File: src/fasp_pkg.sv
// ----------------------------------------------------------------------------
// fasp_pkg
// Types, constants and pixel shading functions for the ascii shade preview.
// ----------------------------------------------------------------------------
package fasp_pkg;

    localparam int DIM_W        = 13;
    localparam int MAX_DIM      = 4096;
    localparam int DVD_W        = 2 * DIM_W;
    localparam int CNT_W        = $clog2(DVD_W + 1);
    localparam int LUMA_W       = 15;
    localparam int SHADE_LEVELS = 10;
    localparam int Q_DEPTH      = 4;
    localparam int Q_AW         = $clog2(Q_DEPTH);
    localparam int PADDR_W      = 4;
    localparam int PDATA_W      = 32;

    localparam logic [1:0] FMT_RGB565 = 2'd0;
    localparam logic [1:0] FMT_BGRA   = 2'd1;
    localparam logic [1:0] FMT_RGBA   = 2'd2;

    localparam logic [1:0] REG_FRAME_WIDTH  = 2'd0;
    localparam logic [1:0] REG_FRAME_HEIGHT = 2'd1;
    localparam logic [1:0] REG_MAX_WIDTH    = 2'd2;
    localparam logic [1:0] REG_PIXEL_FORMAT = 2'd3;

    localparam logic [6:0] CHAR_NEWLINE = 7'd10;

    localparam logic [6:0] RAMP [SHADE_LEVELS] = '{
        7'd32, 7'd46, 7'd58, 7'd45, 7'd61, 7'd43, 7'd42, 7'd35, 7'd37, 7'd64
    };

    // smallest luma for each ramp step n, n*25500/9 rounded up
    localparam logic [LUMA_W-1:0] SHADE_STEP [SHADE_LEVELS-1] = '{
        15'd2834, 15'd5667, 15'd8500, 15'd11334, 15'd14167,
        15'd17000, 15'd19834, 15'd22667, 15'd25500
    };

    typedef struct packed {
        logic [DIM_W-1:0] w;
        logic [DIM_W-1:0] h;
        logic [DIM_W-1:0] ow;
        logic             zero;
    } dims_t;

    typedef struct packed {
        logic [7:0] byte_zero;
        logic [7:0] byte_one;
        logic [7:0] byte_two;
        logic       eol;
    } entry_t;

    typedef struct packed {
        logic             start;
        logic [DVD_W-1:0] dividend;
        logic [DIM_W-1:0] divisor;
    } div_req_t;

    typedef struct packed {
        logic             busy;
        logic [DVD_W-1:0] quotient;
        logic [DIM_W-1:0] remainder;
    } div_rsp_t;

    function automatic logic [DIM_W-1:0] clamp_dim(input logic [DIM_W-1:0] v);
        return (32'(v) > 32'(MAX_DIM)) ? DIM_W'(MAX_DIM) : v;
    endfunction

    // x*255/31 = 8x + 7x/31, the last term by reciprocal
    function automatic logic [7:0] expand5(input logic [4:0] x);
        logic [7:0]  t;
        logic [15:0] p;
        t = 8'(x) * 8'd7;
        p = 16'(t) * 16'd265;
        return {x, 3'b000} + 8'(p[15:13]);
    endfunction

    // x*255/63 = 4x + x/21
    function automatic logic [7:0] expand6(input logic [5:0] x);
        logic [1:0] f;
        if (x >= 6'd63)
            f = 2'd3;
        else if (x >= 6'd42)
            f = 2'd2;
        else if (x >= 6'd21)
            f = 2'd1;
        else
            f = 2'd0;
        return {x, 2'b00} + 8'(f);
    endfunction

    function automatic logic [LUMA_W-1:0] luma_of(input logic [1:0] fmt,
                                                  input entry_t e);
        logic [7:0] r;
        logic [7:0] g;
        logic [7:0] b;
        case (fmt)
            FMT_RGB565:
            begin
                r = expand5(e.byte_one[7:3]);
                g = expand6({e.byte_one[2:0], e.byte_zero[7:5]});
                b = expand5(e.byte_zero[4:0]);
            end
            FMT_BGRA:
            begin
                b = e.byte_zero;
                g = e.byte_one;
                r = e.byte_two;
            end
            default:
            begin
                r = e.byte_zero;
                g = e.byte_one;
                b = e.byte_two;
            end
        endcase
        return LUMA_W'(r) * 15'd30 + LUMA_W'(g) * 15'd59 + LUMA_W'(b) * 15'd11;
    endfunction

    function automatic logic [3:0] shade_index(input logic [LUMA_W-1:0] luma);
        logic [3:0] n;
        n = 4'd0;
        for (int i = 0; i < SHADE_LEVELS - 1; i++)
        begin
            if (luma >= SHADE_STEP[i])
                n = n + 4'd1;
        end
        return n;
    endfunction

endpackage

File: src/fasp_div.sv
// ----------------------------------------------------------------------------
// fasp_div
// Restoring divider, one quotient bit per cycle, for the frame start sizes.
// ----------------------------------------------------------------------------
module fasp_div (
    input  logic                clk,
    input  logic                rst_n,
    input  fasp_pkg::div_req_t  req,
    output fasp_pkg::div_rsp_t  rsp
);
    import fasp_pkg::*;

    logic [DVD_W-1:0] quo_reg;
    logic [DIM_W-1:0] rem_reg;
    logic [DIM_W-1:0] dsr_reg;
    logic [CNT_W-1:0] cnt_reg;
    logic [DIM_W:0]   trial;
    logic             fits;
    logic             busy;

    assign busy  = (cnt_reg != '0);
    assign trial = {rem_reg, quo_reg[DVD_W-1]};
    assign fits  = (trial >= {1'b0, dsr_reg});

    always_ff @(posedge clk or negedge rst_n)
    begin
        if (!rst_n)
            cnt_reg <= '0;
        else if (req.start)
            cnt_reg <= CNT_W'(DVD_W);
        else if (busy)
            cnt_reg <= cnt_reg - CNT_W'(1);
    end

    always_ff @(posedge clk)
    begin
        if (req.start)
        begin
            quo_reg <= req.dividend;
            rem_reg <= '0;
            dsr_reg <= req.divisor;
        end
        else if (busy)
        begin
            quo_reg <= {quo_reg[DVD_W-2:0], fits};
            rem_reg <= fits ? DIM_W'(trial - {1'b0, dsr_reg}) : trial[DIM_W-1:0];
        end
    end

    assign rsp.busy      = busy;
    assign rsp.quotient  = quo_reg;
    assign rsp.remainder = rem_reg;

endmodule

File: src/fasp_front.sv
// ----------------------------------------------------------------------------
// fasp_front
// Tracks the source position, picks nearest-neighbour samples and queues them.
// ----------------------------------------------------------------------------
module fasp_front (
    input  logic                clk,
    input  logic                rst_n,
    input  logic                restart,
    input  fasp_pkg::dims_t     dims,
    input  logic                pixel_valid,
    output logic                pixel_ready,
    input  logic [7:0]          byte_zero,
    input  logic [7:0]          byte_one,
    input  logic [7:0]          byte_two,
    output logic                push,
    output fasp_pkg::entry_t    push_data,
    input  logic                full
);
    import fasp_pkg::*;

    typedef enum logic [8:0] {
        ST_IDLE    = 9'b000000001,
        ST_MUL     = 9'b000000010,
        ST_DIV_OH  = 9'b000000100,
        ST_WAIT_OH = 9'b000001000,
        ST_DIV_SW  = 9'b000010000,
        ST_WAIT_SW = 9'b000100000,
        ST_DIV_SH  = 9'b001000000,
        ST_WAIT_SH = 9'b010000000,
        ST_STEP    = 9'b100000000
    } state_t;

    state_t state_reg;
    state_t state_next;

    logic [DIM_W-1:0] src_col_reg;
    logic [DIM_W-1:0] src_row_reg;
    logic [DIM_W-1:0] pc_reg;
    logic [DIM_W-1:0] pr_reg;
    logic [DIM_W-1:0] nsc_reg;
    logic [DIM_W-1:0] ncr_reg;
    logic [DIM_W-1:0] nsr_reg;
    logic [DIM_W-1:0] nrr_reg;
    logic [DIM_W-1:0] oh_reg;
    logic [DIM_W-1:0] sw_reg;
    logic [DIM_W-1:0] rw_reg;
    logic [DIM_W-1:0] sh_reg;
    logic [DIM_W-1:0] rh_reg;
    logic [DVD_W-1:0] prod_reg;

    logic [DIM_W-1:0] pc_next;
    logic [DIM_W-1:0] pr_next;
    logic [DIM_W-1:0] nsc_next;
    logic [DIM_W-1:0] ncr_next;
    logic [DIM_W-1:0] nsr_next;
    logic [DIM_W-1:0] nrr_next;

    logic [DIM_W:0]     src_col_inc;
    logic [DIM_W:0]     src_row_inc;
    logic [DIM_W:0]     pc_inc;
    logic [DIM_W:0]     col_sum;
    logic [DIM_W:0]     row_sum;
    logic [2*DIM_W-1:0] prod;
    logic [DIM_W-1:0]   oh_q;
    logic               accept;
    logic               active;
    logic               at_origin;
    logic               sample;
    logic               eol_now;

    div_req_t div_req;
    div_rsp_t div_rsp;

    fasp_div u_div (
        .clk   (clk),
        .rst_n (rst_n),
        .req   (div_req),
        .rsp   (div_rsp)
    );

    assign pixel_ready = (state_reg == ST_IDLE) && !full;
    assign accept      = pixel_valid && pixel_ready;
    assign active      = accept && !dims.zero;
    assign at_origin   = (src_col_reg == '0) && (src_row_reg == '0);

    assign src_col_inc = {1'b0, src_col_reg} + (DIM_W+1)'(1);
    assign src_row_inc = {1'b0, src_row_reg} + (DIM_W+1)'(1);
    assign pc_inc      = {1'b0, pc_reg} + (DIM_W+1)'(1);
    assign col_sum     = {1'b0, ncr_reg} + {1'b0, rw_reg};
    assign row_sum     = {1'b0, nrr_reg} + {1'b0, rh_reg};
    assign eol_now     = (pc_inc >= {1'b0, dims.ow});
    assign prod        = DVD_W'(dims.h) * DVD_W'(dims.ow);
    assign oh_q        = div_rsp.quotient[DIM_W:1];

    assign sample = (pr_reg < oh_reg) && (pc_reg < dims.ow) &&
                    (src_row_reg == nsr_reg) && (src_col_reg == nsc_reg);

    assign push                = active && (at_origin || sample);
    assign push_data.byte_zero = byte_zero;
    assign push_data.byte_one  = byte_one;
    assign push_data.byte_two  = byte_two;
    assign push_data.eol       = at_origin ? (dims.ow == DIM_W'(1)) : eol_now;

    // advance to the next sample position: quotient and remainder stepping
    always_comb
    begin
        pc_next  = pc_reg;
        pr_next  = pr_reg;
        nsc_next = nsc_reg;
        ncr_next = ncr_reg;
        nsr_next = nsr_reg;
        nrr_next = nrr_reg;
        if (!eol_now)
        begin
            pc_next = pc_inc[DIM_W-1:0];
            if (col_sum >= {1'b0, dims.ow})
            begin
                nsc_next = nsc_reg + sw_reg + DIM_W'(1);
                ncr_next = DIM_W'(col_sum - {1'b0, dims.ow});
            end
            else
            begin
                nsc_next = nsc_reg + sw_reg;
                ncr_next = col_sum[DIM_W-1:0];
            end
        end
        else
        begin
            pc_next  = '0;
            nsc_next = '0;
            ncr_next = '0;
            pr_next  = pr_reg + DIM_W'(1);
            if (row_sum >= {1'b0, oh_reg})
            begin
                nsr_next = nsr_reg + sh_reg + DIM_W'(1);
                nrr_next = DIM_W'(row_sum - {1'b0, oh_reg});
            end
            else
            begin
                nsr_next = nsr_reg + sh_reg;
                nrr_next = row_sum[DIM_W-1:0];
            end
        end
    end

    always_comb
    begin
        div_req.start    = 1'b0;
        div_req.dividend = '0;
        div_req.divisor  = '0;
        state_next       = state_reg;
        unique case (state_reg)
            ST_IDLE:
            begin
                if (active && at_origin)
                    state_next = ST_MUL;
            end
            ST_MUL:
                state_next = ST_DIV_OH;
            ST_DIV_OH:
            begin
                div_req.start    = 1'b1;
                div_req.dividend = prod_reg;
                div_req.divisor  = dims.w;
                state_next       = ST_WAIT_OH;
            end
            ST_WAIT_OH:
            begin
                if (!div_rsp.busy)
                    state_next = ST_DIV_SW;
            end
            ST_DIV_SW:
            begin
                div_req.start    = 1'b1;
                div_req.dividend = DVD_W'(dims.w);
                div_req.divisor  = dims.ow;
                state_next       = ST_WAIT_SW;
            end
            ST_WAIT_SW:
            begin
                if (!div_rsp.busy)
                    state_next = ST_DIV_SH;
            end
            ST_DIV_SH:
            begin
                div_req.start    = 1'b1;
                div_req.dividend = DVD_W'(dims.h);
                div_req.divisor  = oh_reg;
                state_next       = ST_WAIT_SH;
            end
            ST_WAIT_SH:
            begin
                if (!div_rsp.busy)
                    state_next = ST_STEP;
            end
            ST_STEP:
                state_next = ST_IDLE;
            default:
                state_next = ST_IDLE;
        endcase
    end

    always_ff @(posedge clk or negedge rst_n)
    begin
        if (!rst_n)
            state_reg <= ST_IDLE;
        else
            state_reg <= state_next;
    end

    always_ff @(posedge clk or negedge rst_n)
    begin
        if (!rst_n)
        begin
            src_col_reg <= '0;
            src_row_reg <= '0;
            pc_reg      <= '0;
            pr_reg      <= '0;
            nsc_reg     <= '0;
            ncr_reg     <= '0;
            nsr_reg     <= '0;
            nrr_reg     <= '0;
            oh_reg      <= '0;
        end
        else
        begin
            if (restart)
            begin
                src_col_reg <= '0;
                src_row_reg <= '0;
            end
            else if (active)
            begin
                if (src_col_inc >= {1'b0, dims.w})
                begin
                    src_col_reg <= '0;
                    if (src_row_inc >= {1'b0, dims.h})
                        src_row_reg <= '0;
                    else
                        src_row_reg <= src_row_inc[DIM_W-1:0];
                end
                else
                    src_col_reg <= src_col_inc[DIM_W-1:0];
            end

            // frame start: the first sample is taken now, its step waits for
            // the divider results
            if (active && at_origin)
            begin
                pc_reg  <= '0;
                pr_reg  <= '0;
                nsc_reg <= '0;
                ncr_reg <= '0;
                nsr_reg <= '0;
                nrr_reg <= '0;
            end
            else if ((active && sample) || (state_reg == ST_STEP))
            begin
                pc_reg  <= pc_next;
                pr_reg  <= pr_next;
                nsc_reg <= nsc_next;
                ncr_reg <= ncr_next;
                nsr_reg <= nsr_next;
                nrr_reg <= nrr_next;
            end

            if ((state_reg == ST_WAIT_OH) && !div_rsp.busy)
                oh_reg <= (oh_q == '0) ? DIM_W'(1) : oh_q;
        end
    end

    always_ff @(posedge clk)
    begin
        if (state_reg == ST_MUL)
            prod_reg <= prod[DVD_W-1:0];
        if ((state_reg == ST_WAIT_SW) && !div_rsp.busy)
        begin
            sw_reg <= div_rsp.quotient[DIM_W-1:0];
            rw_reg <= div_rsp.remainder;
        end
        if ((state_reg == ST_WAIT_SH) && !div_rsp.busy)
        begin
            sh_reg <= div_rsp.quotient[DIM_W-1:0];
            rh_reg <= div_rsp.remainder;
        end
    end

    a_push_not_full: assert property (@(posedge clk) disable iff (!rst_n)
        push |-> !full)
        else $error("sample queued into a full queue");

    a_restart_origin: assert property (@(posedge clk) disable iff (!rst_n)
        restart |=> (src_col_reg == '0) && (src_row_reg == '0))
        else $error("register write did not restart the frame");

endmodule

File: src/fasp_fifo.sv
// ----------------------------------------------------------------------------
// fasp_fifo
// Short queue of sampled pixels between the sampling front and the shader.
// ----------------------------------------------------------------------------
module fasp_fifo (
    input  logic                clk,
    input  logic                rst_n,
    input  logic                push,
    input  fasp_pkg::entry_t    wdata,
    output logic                full,
    input  logic                pop,
    output fasp_pkg::entry_t    rdata,
    output logic                empty
);
    import fasp_pkg::*;

    entry_t          mem_reg [Q_DEPTH];
    logic [Q_AW-1:0] wr_ptr_reg;
    logic [Q_AW-1:0] rd_ptr_reg;
    logic [Q_AW:0]   count_reg;
    logic            do_push;
    logic            do_pop;

    assign full    = (count_reg == (Q_AW+1)'(Q_DEPTH));
    assign empty   = (count_reg == '0);
    assign do_push = push && !full;
    assign do_pop  = pop && !empty;
    assign rdata   = mem_reg[rd_ptr_reg];

    always_ff @(posedge clk or negedge rst_n)
    begin
        if (!rst_n)
        begin
            wr_ptr_reg <= '0;
            rd_ptr_reg <= '0;
            count_reg  <= '0;
        end
        else
        begin
            if (do_push)
                wr_ptr_reg <= wr_ptr_reg + Q_AW'(1);
            if (do_pop)
                rd_ptr_reg <= rd_ptr_reg + Q_AW'(1);
            case ({do_push, do_pop})
                2'b10:   count_reg <= count_reg + (Q_AW+1)'(1);
                2'b01:   count_reg <= count_reg - (Q_AW+1)'(1);
                default: count_reg <= count_reg;
            endcase
        end
    end

    always_ff @(posedge clk)
    begin
        if (do_push)
            mem_reg[wr_ptr_reg] <= wdata;
    end

    a_count_bound: assert property (@(posedge clk) disable iff (!rst_n)
        count_reg <= (Q_AW+1)'(Q_DEPTH))
        else $error("queue fill count beyond depth");

endmodule

File: src/fasp_back.sv
// ----------------------------------------------------------------------------
// fasp_back
// Shades queued samples into ramp characters and adds the row newline.
// ----------------------------------------------------------------------------
module fasp_back (
    input  logic                clk,
    input  logic                rst_n,
    input  logic [1:0]          fmt,
    input  logic                empty,
    input  fasp_pkg::entry_t    rdata,
    output logic                pop,
    output logic                char_valid,
    input  logic                char_ready,
    output logic [6:0]          char_code,
    output logic                last_of_run
);
    import fasp_pkg::*;

    logic              a_valid_reg;
    logic [LUMA_W-1:0] a_luma_reg;
    logic              a_eol_reg;
    logic              out_valid_reg;
    logic              nl_pend_reg;
    logic [6:0]        char_reg;
    logic              last_reg;
    logic              take;
    logic              out_free;
    logic              a_adv;

    assign take     = out_valid_reg && char_ready;
    assign out_free = !out_valid_reg || (char_ready && !nl_pend_reg);
    assign a_adv    = a_valid_reg && out_free;
    assign pop      = !empty && (!a_valid_reg || a_adv);

    always_ff @(posedge clk or negedge rst_n)
    begin
        if (!rst_n)
        begin
            a_valid_reg   <= 1'b0;
            out_valid_reg <= 1'b0;
            nl_pend_reg   <= 1'b0;
        end
        else
        begin
            if (pop)
                a_valid_reg <= 1'b1;
            else if (a_adv)
                a_valid_reg <= 1'b0;

            if (a_adv)
            begin
                out_valid_reg <= 1'b1;
                nl_pend_reg   <= a_eol_reg;
            end
            else if (take)
            begin
                // newline follows the shade of the row's last sample
                if (nl_pend_reg)
                    nl_pend_reg <= 1'b0;
                else
                    out_valid_reg <= 1'b0;
            end
        end
    end

    always_ff @(posedge clk)
    begin
        if (pop)
        begin
            a_luma_reg <= luma_of(fmt, rdata);
            a_eol_reg  <= rdata.eol;
        end
        if (a_adv)
        begin
            char_reg <= RAMP[shade_index(a_luma_reg)];
            last_reg <= !a_eol_reg;
        end
        else if (take && nl_pend_reg)
        begin
            char_reg <= CHAR_NEWLINE;
            last_reg <= 1'b1;
        end
    end

    assign char_valid  = out_valid_reg;
    assign char_code   = char_reg;
    assign last_of_run = last_reg;

    a_newline_pending: assert property (@(posedge clk) disable iff (!rst_n)
        (out_valid_reg && !last_reg) |-> nl_pend_reg)
        else $error("shade without last flag but no newline pending");

    a_pend_has_valid: assert property (@(posedge clk) disable iff (!rst_n)
        nl_pend_reg |-> out_valid_reg)
        else $error("newline pending with empty output register");

endmodule

File: src/frame_ascii_shade_preview.sv
// ----------------------------------------------------------------------------
// frame_ascii_shade_preview
// Ascii shade preview of a raster pixel stream with an APB register port.
// ----------------------------------------------------------------------------
// Pixels enter on pixel_valid/pixel_ready in raster order, one request per
// pixel with its three bytes. Characters leave on char_valid/char_ready;
// last_of_run marks the final character that a pixel causes, and a row's last
// sample gives a shade character followed by a newline.
// char_valid rises once a sampled pixel has passed the queue, the luma stage
// and the output register; its newline is presented in the cycle after the
// shade is accepted. Outside frame start one pixel is taken per cycle while
// the four-entry sample queue has room. The pixel at position 0,0 runs three
// serial divisions of 26 quotient bits each (preview height and both sample
// steps), so pixel_ready stays low until they and the sample step are done.
// When the receiver stalls, the output register holds, the queue fills and
// pixel_ready drops; no character is lost.
// Reset clears the frame position and loads 640x480, 80 columns and RGBA
// byte order. Any register write restarts the frame at position 0,0; while
// any size register is zero, pixels are taken and dropped.
// ----------------------------------------------------------------------------
module frame_ascii_shade_preview (
    input  logic                          clk,
    input  logic                          rst_n,
    input  logic                          psel,
    input  logic                          penable,
    input  logic                          pwrite,
    input  logic [fasp_pkg::PADDR_W-1:0]  paddr,
    input  logic [fasp_pkg::PDATA_W-1:0]  pwdata,
    output logic [fasp_pkg::PDATA_W-1:0]  prdata,
    output logic                          pready,
    input  logic                          pixel_valid,
    output logic                          pixel_ready,
    input  logic [7:0]                    byte_zero,
    input  logic [7:0]                    byte_one,
    input  logic [7:0]                    byte_two,
    output logic                          char_valid,
    input  logic                          char_ready,
    output logic [6:0]                    char_code,
    output logic                          last_of_run
);
    import fasp_pkg::*;

    logic [DIM_W-1:0] frame_width_reg;
    logic [DIM_W-1:0] frame_height_reg;
    logic [DIM_W-1:0] max_width_reg;
    logic [1:0]       pixel_format_reg;
    logic [DIM_W-1:0] w_clamped;
    logic [DIM_W-1:0] h_clamped;
    logic [DIM_W-1:0] mw_clamped;
    logic [1:0]       reg_index;
    logic             cfg_write;
    dims_t            dims;

    logic   push;
    logic   full;
    logic   pop;
    logic   empty;
    entry_t push_data;
    entry_t pop_data;

    assign pready    = 1'b1;
    assign reg_index = paddr[PADDR_W-1:2];
    assign cfg_write = psel && penable && pwrite && pready;

    always_ff @(posedge clk or negedge rst_n)
    begin
        if (!rst_n)
        begin
            frame_width_reg  <= DIM_W'(640);
            frame_height_reg <= DIM_W'(480);
            max_width_reg    <= DIM_W'(80);
            pixel_format_reg <= FMT_RGBA;
        end
        else if (cfg_write)
        begin
            unique case (reg_index)
                REG_FRAME_WIDTH:  frame_width_reg  <= pwdata[DIM_W-1:0];
                REG_FRAME_HEIGHT: frame_height_reg <= pwdata[DIM_W-1:0];
                REG_MAX_WIDTH:    max_width_reg    <= pwdata[DIM_W-1:0];
                REG_PIXEL_FORMAT: pixel_format_reg <= pwdata[1:0];
                default:          pixel_format_reg <= pixel_format_reg;
            endcase
        end
    end

    always_comb
    begin
        unique case (reg_index)
            REG_FRAME_WIDTH:  prdata = PDATA_W'(frame_width_reg);
            REG_FRAME_HEIGHT: prdata = PDATA_W'(frame_height_reg);
            REG_MAX_WIDTH:    prdata = PDATA_W'(max_width_reg);
            REG_PIXEL_FORMAT: prdata = PDATA_W'(pixel_format_reg);
            default:          prdata = '0;
        endcase
    end

    assign w_clamped  = clamp_dim(frame_width_reg);
    assign h_clamped  = clamp_dim(frame_height_reg);
    assign mw_clamped = clamp_dim(max_width_reg);

    assign dims.w    = w_clamped;
    assign dims.h    = h_clamped;
    assign dims.ow   = (w_clamped < mw_clamped) ? w_clamped : mw_clamped;
    assign dims.zero = (w_clamped == '0) || (h_clamped == '0) || (mw_clamped == '0);

    fasp_front u_front (
        .clk         (clk),
        .rst_n       (rst_n),
        .restart     (cfg_write),
        .dims        (dims),
        .pixel_valid (pixel_valid),
        .pixel_ready (pixel_ready),
        .byte_zero   (byte_zero),
        .byte_one    (byte_one),
        .byte_two    (byte_two),
        .push        (push),
        .push_data   (push_data),
        .full        (full)
    );

    fasp_fifo u_fifo (
        .clk   (clk),
        .rst_n (rst_n),
        .push  (push),
        .wdata (push_data),
        .full  (full),
        .pop   (pop),
        .rdata (pop_data),
        .empty (empty)
    );

    fasp_back u_back (
        .clk         (clk),
        .rst_n       (rst_n),
        .fmt         (pixel_format_reg),
        .empty       (empty),
        .rdata       (pop_data),
        .pop         (pop),
        .char_valid  (char_valid),
        .char_ready  (char_ready),
        .char_code   (char_code),
        .last_of_run (last_of_run)
    );

endmodule

File: config.mk
export PLATFORM = sky130hd
export DESIGN_NAME = frame_ascii_shade_preview
export DESIGN_NICKNAME = d
export VERILOG_FILES = /design/src/fasp_pkg.sv /design/src/fasp_div.sv /design/src/fasp_front.sv /design/src/fasp_fifo.sv /design/src/fasp_back.sv /design/src/frame_ascii_shade_preview.sv
export SDC_FILE = /design/constraint.sdc
export NUM_CORES = 2
export LEC_CHECK = 0
export BUFFER_PORTS_ARGS = -buffer_cell sky130_fd_sc_hd__buf_2
export CORE_MARGIN = 2
export CORE_UTILIZATION = 43
export CTS_CLUSTER_DIAMETER = 80
export DETAILED_ROUTE_END_ITERATION = 12
export HOLD_SLACK_MARGIN = 0.15
export PLACE_DENSITY = 0.55
export RECOVER_POWER = 100
export SYNTH_ARGS = -nofsm -noshare
export SYNTH_HDL_FRONTEND = slang
export SYNTH_HIERARCHICAL = 1
export SYNTH_SLANG_ARGS = --single-unit
File: constraint.sdc
create_clock -name clk -period 12.3 [get_ports clk]
set_input_delay 1.23 -clock clk [delete_from_list [all_inputs] [get_ports clk]]
set_output_delay 1.23 -clock clk [all_outputs]
set_load 0.05 [all_outputs]
==> results_dict.tcl <==
set metrics [dict create \
    status "finished, violations left" \
    violations "capacitance limit, slew limit" \
    yosys.area.top_type_share 0.1954 \
    vias 26220 \
    fin_worst_skew_ns 0.02598 \
    final_cells 4856 \
    r2r_cells 44 \
    max-slew-margin-rel -1.658 \
    holdPathStages 2 \
    cpPeakStageDelay_ns 0.78 \
    overflow 0 \
    dp_hpwl_um 71310 \
    hold_path_end "u_front/ncr_reg[9]" \
    hold_violations 0 \
    via_per_inst 5.400 \
    portBuffers 68 \
    place_ws_ns 0.7435 \
    cts_buffers 53 \
    drc 0 \
    yosysSeqAreaShare 0.3257 \
    cap_violations 16 \
    grt_pass1_vias 26530 \
    crit_slowest_cell "mux4_1" \
    r2r_end "u_back/a_luma_reg[14]" \
    fp.dieH_um 297.5 \
    cp_common_cell "fa_1" \
    syn2layout_area_growth_pct 7.381 \
    clock.fmax_mhz 87.66 \
    min_period_over_period 0.9275 \
    mostFrequentLayoutCell "inv_1" \
    synth_area_um2 37040 \
    path_clk_slew_ns 0.06 \
    hold_slack_ns 0.4846 \
    cp-start-kind "register" \
    largest_reg_flops 100 \
    min_from "u_front/ncr_reg[9]" \
    synth_seq_cells 436 \
    synth_top_area_cell "edfxtp_1" \
    hp-class "reg -> reg" \
    avgSynthCellArea_um2 10.12 \
    cts_root_buffer "clkbuf_16" \
    ys_types 116 \
    synth.top_cells.by_area "edfxtp_1 20%, ha_1 13%, dfrtp_1 12%, fa_1 11%, inv_1 4.6%" \
    final_cell_mix "451 x inv_1, 381 x ha_1, 325 x nand2_1" \
    fin_crit_ns 11.41 \
    timing.rr.start "u_fifo/rd_ptr_reg[0]" \
    setup_viol 0 \
    clock_latency_ns 0.62 \
    synth_edf_count 241 \
    grtUsageTotal 0.2156 \
    grt_use_met2 0.3549 \
    grtUsageMet1 0.2961 \
    synth_ff_type "edfxtp_1" \
    clkSinkCount 436 \
    finalMaxSlewViolations 638 \
    layout-drive-gt1-share 0.07597 \
    worst_pin_slew_ns 3.987 \
    grt_pass1_wl_um 150600 \
    die-area_um2 88500 \
    yosys_warnings 6 \
    drt_iter0_drc 1752 \
    met3_usage 0.02593 \
    routedWlPerCell_um 19.49 \
    tritoncts "yes" \
    routed_wl_um 94650 \
    cp_max_fo 6 \
    fin_nets 4320 \
    cts_max_path_buffers 3 \
    r2r_setup_slack_ns 0.89 \
    grt.busiest_layer "met2" \
    core_um2 85280 \
    timing.setup.tns_ns 0 \
    post-place-cells 4756 \
    async_flop_share 0.4174 \
    pin_count 110 \
    antenna_cells 0 \
    antenna_left 0 \
    critPathKind "reg -> reg" \
    grt_max_degree 70 \
    num_rows 107 \
    cp.arrival_ns 11.77 \
    start_util 0.4343 \
    synthCells 3661 \
    rsz0062_at_grt "false" \
    worstSetupEndpointType "register" \
    crit_required_ns 12.66 \
    h-tree-depth 2 \
    place_congestion 0.8741 \
    chipWidth_um 297.5 \
    dr.pass1.iters 8 \
    grt_antenna_before_repair 2 \
    setup_ws_ns 0.8923 \
]
Yosys cell counts, drive strengths merged (48+ instances only):
| cell type | count |
|---|---|
| mux2 | 75 |
| xor2 | 74 |
| xnor2 | 158 |
| nand2 | 325 |
| ha | 381 |
| buf | 107 |
| o21ai | 191 |
| mux2i | 72 |
| edfxtp | 241 |
| nor3 | 48 |
| clkbuf | 82 |
| fa | 205 |
| a21o | 65 |
| nand3 | 67 |
| dfrtp | 172 |
| inv | 451 |
| nor2 | 203 |
| a21oi | 134 |
final cells by class:
class / instances / area (um2)
sequential: 436 / 12060
inverter: 462 / 1734
fill: 8192 / 45510
clock inverter: 27 / 296.5
timing repair buffer: 122 / 566.8
tap: 1144 / 1431
clock buffer: 73 / 1505
multi-input combinational: 2592 / 22170
through the flow:
stage / utilization / cell area [um2]
2_1_floorplan: - / 37110
3_3_place_gp: 0.4494 / 38320
3_5_place_dp: 0.4494 / 38320
4_1_cts: 0.4705 / 40130
5_1_grt: 0.4664 / 39770
6_report: 0.4664 / 39770
critical path: cells and delay by family, from the launching register on:
family | cells | cell delay (ns)
flops | 1 | 0.49
fa+ha+maj | 13 | 5.09
simple gates | 4 | 0.43
mux | 2 | 1.06
buf+inv | 5 | 0.37
compound gates | 17 | 2.81
xor+xnor | 3 | 0.87
kinds of logic (layout without fill, tap and decap cells):
kind of cell | after synthesis | count (layout) | synth area share
xor+xnor | 233 | 233 | 0.05631
mux | 174 | 174 | 0.05939
compound gates | 649 | 649 | 0.1206
fa+ha+maj | 586 | 586 | 0.2395
flops | 436 | 436 | 0.3257
other cells | 2 | 20 | 0.0002028
simple gates | 930 | 930 | 0.1236
buf+inv | 651 | 684 | 0.07466
what timing repair did:
action	CTS	global route
gates resized for setup	0	1
setup buffers	0	0
setup endpoints to repair	0	1
hold buffers	0	0
worst max path at each step:
stage / startpoint / to / depth (start not counted)
after global placement: u_fifo/rd_ptr_reg[0] / u_back/a_luma_reg[14] / 44
after global routing: u_fifo/rd_ptr_reg[0] / u_back/a_luma_reg[14] / 44
after floorplan: u_fifo/rd_ptr_reg[0] / u_back/a_luma_reg[14] / 46
after detailed placement: u_fifo/rd_ptr_reg[0] / u_back/a_luma_reg[14] / 44
final: u_fifo/rd_ptr_reg[0] / u_back/a_luma_reg[14] / 44
after CTS: u_fifo/rd_ptr_reg[0] / u_back/a_luma_reg[14] / 44
per-layer routing:
metal,up-vias,part of all wire,wire length (um)
li1,12660,-,-
met1,12870,0.46,43700
met2,540,0.46,43910
met3,155,0.041,3883
met4,2,0.032,3076
met5,-,0.00087,82
Power is left out: the tool's default activity adds up to more than one toggle a clock period on the data nets, which glitch-free logic cannot reach.
